===== src/sv/kth_smallest_select_assert.svh =====
// Assertion macros shared by the kth-smallest select RTL.
`ifndef KTH_SMALLEST_SELECT_ASSERT_SVH
`define KTH_SMALLEST_SELECT_ASSERT_SVH

`ifndef SYNTHESIS
// Same-cycle implication, checked on every rising edge outside reset.
`define KSS_ASSERT_IMP(lbl, clk, rst, ante, cons) \
  lbl: assert property (@(posedge clk) disable iff (rst) (ante) |-> (cons)) \
    else $error("kss assertion failed");
// Next-cycle implication.
`define KSS_ASSERT_NXT(lbl, clk, rst, ante, cons) \
  lbl: assert property (@(posedge clk) disable iff (rst) (ante) |=> (cons)) \
    else $error("kss assertion failed");
`else
`define KSS_ASSERT_IMP(lbl, clk, rst, ante, cons)
`define KSS_ASSERT_NXT(lbl, clk, rst, ante, cons)
`endif

`endif


===== src/sv/kss_pkg.sv =====
// Shared constants for the kth-smallest select block.
package kss_pkg;

  localparam int VALUE_W       = 32;
  localparam int RANK_W        = 11;
  localparam int ERR_W         = 2;
  localparam int DEPTH_DEFAULT = 1024;

  localparam logic [RANK_W-1:0] RANK_RESET = 11'd1;

  // result error codes
  localparam logic [ERR_W-1:0] ERR_OK       = 2'd0;
  localparam logic [ERR_W-1:0] ERR_RANK     = 2'd1;
  localparam logic [ERR_W-1:0] ERR_OVERFLOW = 2'd2;

endpackage


===== src/sv/kss_rank_unit.sv =====
// Shared compare unit: counts stored values below and up to a candidate.
module kss_rank_unit #(
  parameter int CNT_W = 11
) (
  input  logic                               clk,
  input  logic                               clear,
  input  logic                               sample_valid,
  input  logic signed [kss_pkg::VALUE_W-1:0] sample,
  input  logic signed [kss_pkg::VALUE_W-1:0] cand,
  output logic [CNT_W-1:0]                   below,
  output logic [CNT_W-1:0]                   upto
);

  logic is_lt;
  logic is_le;

  // one signed less-than and one less-or-equal compare per streamed value
  assign is_lt = sample < cand;
  assign is_le = sample <= cand;

  always_ff @(posedge clk) begin
    if (clear) begin
      below <= '0;
      upto  <= '0;
    end else if (sample_valid) begin
      below <= below + CNT_W'(is_lt);
      upto  <= upto + CNT_W'(is_le);
    end
  end

endmodule


===== config.mk =====
export PLATFORM = sky130hd
export DESIGN_NAME = kss_rank_unit
export DESIGN_NICKNAME = d
export VERILOG_FILES = /design/src/sv/kth_smallest_select_assert.svh /design/src/sv/kss_pkg.sv /design/src/sv/kss_rank_unit.sv
export SDC_FILE = /design/constraint.sdc
export NUM_CORES = 1
export LEC_CHECK = 0
export ABC_CLOCK_PERIOD_IN_PS = 3300
export BUFFER_PORTS_ARGS = -buffer_cell sky130_fd_sc_hd__buf_2
export CORE_MARGIN = 5
export CORE_UTILIZATION = 30
export DETAILED_ROUTE_END_ITERATION = 12
export GPL_TIMING_DRIVEN = 0
export PLACE_DENSITY_LB_ADDON = 0.3
export SYNTH_ARGS = -nofsm -noshare
export SYNTH_HDL_FRONTEND = slang
export SYNTH_SLANG_ARGS = --single-unit

===== constraint.sdc =====
create_clock -name clk -period 3.3 [get_ports clk]
set_input_delay 0.825 -clock clk [delete_from_list [all_inputs] [get_ports clk]]
set_output_delay 0.825 -clock clk [all_outputs]
set_load 0.02 [all_outputs]

==> results.json <==
{
  "cp.arrival_ns": 3.45,
  "violations": "setup timing",
  "clock-root-buffer": "clkbuf_8",
  "nFillCells": 558,
  "period_share": 1.01,
  "detail-route-antenna-nets": 0,
  "rr_worst_depth": 8,
  "fmax_mhz": 301,
  "row_count": 27,
  "clk_latency_ns": 0.25,
  "syn_area_um2": 1740,
  "cp.required_ns": 3.43,
  "tns_ns": -0.0309,
  "final_common_cell": "buf_2",
  "powerDensity_nw_per_um2": 255,
  "synthCells": 214,
  "grt_pass1_wl_um": 7450,
  "core_area_um2": 5570,
  "area_delta_synth_final_pct": 54.9,
  "multi_input_area_um2": 1420,
  "hold_depth": 2,
  "fin_area_um2": 2690,
  "grt_overflow": 0,
  "place_congestion": 0.755,
  "die-area_um2": 7410,
  "finalMaxSlewViolations": 0,
  "synth_nets": 317,
  "cts_tree": "done",
  "setup_ws_ns": -0.0214,
  "synth-seq-cells": 22,
  "first_iter_violations": 33,
  "slowest_stage": "a221o_1",
  "hold_slack_ns": 0.520,
  "cts_buffers": 3,
  "fp.dieW_um": 86.1,
  "die_y_um": 86.1,
  "path_common_cell": "ha_4",
  "cp_max_fo": 2,
  "status": "finished with violations",
  "grt_max_degree": 13,
  "gr-usage-all-layers": 0.120,
  "syn_avg_cell_area_um2": 8.11,
  "final_core_util": 0.482,
  "seqCellArea_um2": 440,
  "crit_type": "input pin to flip-flop",
  "leakage_nw": 1.37,
  "holdBufCountCts": 0,
  "drive_above_1_share": 0.476,
  "vias_per_cell": 4.61,
  "synth_seq_area_share": 0.254,
  "dpl.hpwl_um": 3790,
  "cts.sinks": 22,
  "finalClockSkew_ns": 0.00418,
  "tightest_slew_ns": 0.487,
  "total_power_mw": 0.685,
  "min-delay-path-class": "flip-flop to flip-flop",
  "slew_headroom": 0.675,
  "end_kind": "flip-flop",
  "finish.net_count": 415,
  "drc": 0,
  "setup_viol": 3,
  "wire_per_inst_um": 11.6,
  "place_area_um2": 2460,
  "antenna_cells": 0,
  "max_stage_delay_ns": 0.33,
  "hold_violations": 0,
  "htreeDepth": 1,
  "cts.path.max_buffers": 2,
  "grt_pass1_vias": 1759,
  "cp-start-kind": "input pin",
  "io_buffer_count": 87,
  "mostFrequentLayoutCells": "buf_2, inv_1, nor2_1, dfxtp_1, ha_1",
  "fin_crit_ns": 3.32,
  "start_util": 0.311,
  "rsz0062_at_grt": "true",
  "ys_types": 28,
  "path_cells": "buf_6 > inv_4 > ha_4 > and2_4 > a221o_1 > a221oi_2 > o21ai_2 > a21oi_4 > mux2i_2 > ha_2 > ha_4 > nand4_1 > nor2_2 > buf_4 > nand2_2 > xor2_1 > nor2_1",
  "ioPinCount": 89,
  "clk_pin_slew_worst_paths_ns": 0.08,
  "ys_warn_count": 0,
  "drt-pass1-iter-count": 4,
  "vias": 1766,
  "cap_violations": 0,
  "finalWirelength_um": 4430,
  "peakVddDrop_v": 0.000177,
  "antenna_found_initial": 0
}
## flip-flops by register name, summed over array words and instances (netlist names)
register,cells
below,11
upto,11
## logic make-up after synthesis
group / after synthesis / share of synthesized area
muxes: 5 / 0.0288
adders and majority gates: 36 / 0.260
and+or+nand+nor: 66 / 0.182
buffers and inverters: 39 / 0.0851
AOI/OAI and AO/OA: 29 / 0.105
DFF: 22 / 0.254
xor gates and xnor gates: 17 / 0.0858
## power breakdown
| group | total [mW] | switching [mW] | internal, mW |
|---|---|---|---|
| sequential | 0.277 | 0.00600 | 0.271 |
| combinational | 0.220 | 0.106 | 0.114 |
| clock | 0.188 | 0.0816 | 0.106 |
| total | 0.685 | 0.193 | 0.492 |
## routing by layer
metal | global-route usage | vias up | wire length (um)
met5 | 0 | - | 0
met4 | 0.0216 | 0 | 18
met3 | 0.0327 | 2 | 432
met2 | 0.217 | 56 | 2200
met1 | 0.142 | 786 | 1780
li1 | - | 922 | -
## layout make-up
cell class	instances	area share
multi-input combinational	153	0.526
sequential	22	0.164
inverter	36	0.0596
clock buffer	4	0.0205
tap	72	0.0335
timing repair buffer	93	0.192
buffer	3	0.00465
## what timing repair did
| action | in CTS | in global routing |
|---|---|---|
| setup buffers | 2 | 4 |
| gates resized for setup | 9 | 21 |
| pin swaps | 9 | 21 |
| cloned | 0 | 0 |
| endpoints found under the setup margin | 8 | 14 |
## cells in the mapped netlist
library cell  number  area, um^2
xor2_1            12         105
nor4_1             1        6.26
ha_1              36         450
and2_0             1        6.26
mux2i_1            5        50.1
o21ai_1            1        5.00
a21oi_2            1        8.76
xnor2_1            5        43.8
dfxtp_1           22         440
a21o_1             4        30.0
o21ai_0            5        25.0
a221o_1            2        20.0
nand2_1           14        52.6
and4_1             3        26.3
a21oi_1           12        60.1
buf_2              1        5.00
a211o_2            1        10.0
nor2b_1            1        6.26
a31oi_1            1        6.26
nand4_1           10        62.6
and3_1             2        12.5
nor3_1             1        5.00
buf_1              2        7.51
a221oi_1           2        17.5
nor2_1            24        90.1
nand3_1            7        35.0
inv_1             36         135
or3_1              2        12.5
## critical path, delay by kind of cell
kind / cells / cell delay, ns
adders and majority gates: 3 / 0.56
AOI/OAI and AO/OA: 4 / 0.88
muxes: 1 / 0.25
xor gates and xnor gates: 1 / 0.12
buffers and inverters: 3 / 0.27
and+or+nand+nor: 5 / 0.55
## worst paths after layout
check / endpoint / from / slack (ns)
setup / recovery: upto[8] / cand[26] / -0.02
hold / removal: below[9] / below[9] / 0.52
setup reg to reg: upto[8] / upto[0] / 1.82
hold reg to reg: below[9] / below[9] / 0.52
## per-stage QoR
stage	instances	worst slack (ns)
2_1_floorplan	214	-0.0122
3_3_place_gp	373	-0.502
3_5_place_dp	373	-0.519
4_1_cts	379	-0.0290
5_1_grt	383	-0.155
6_report	383	-0.0214
No activity file was read; power rests on OpenSTA's default activity.
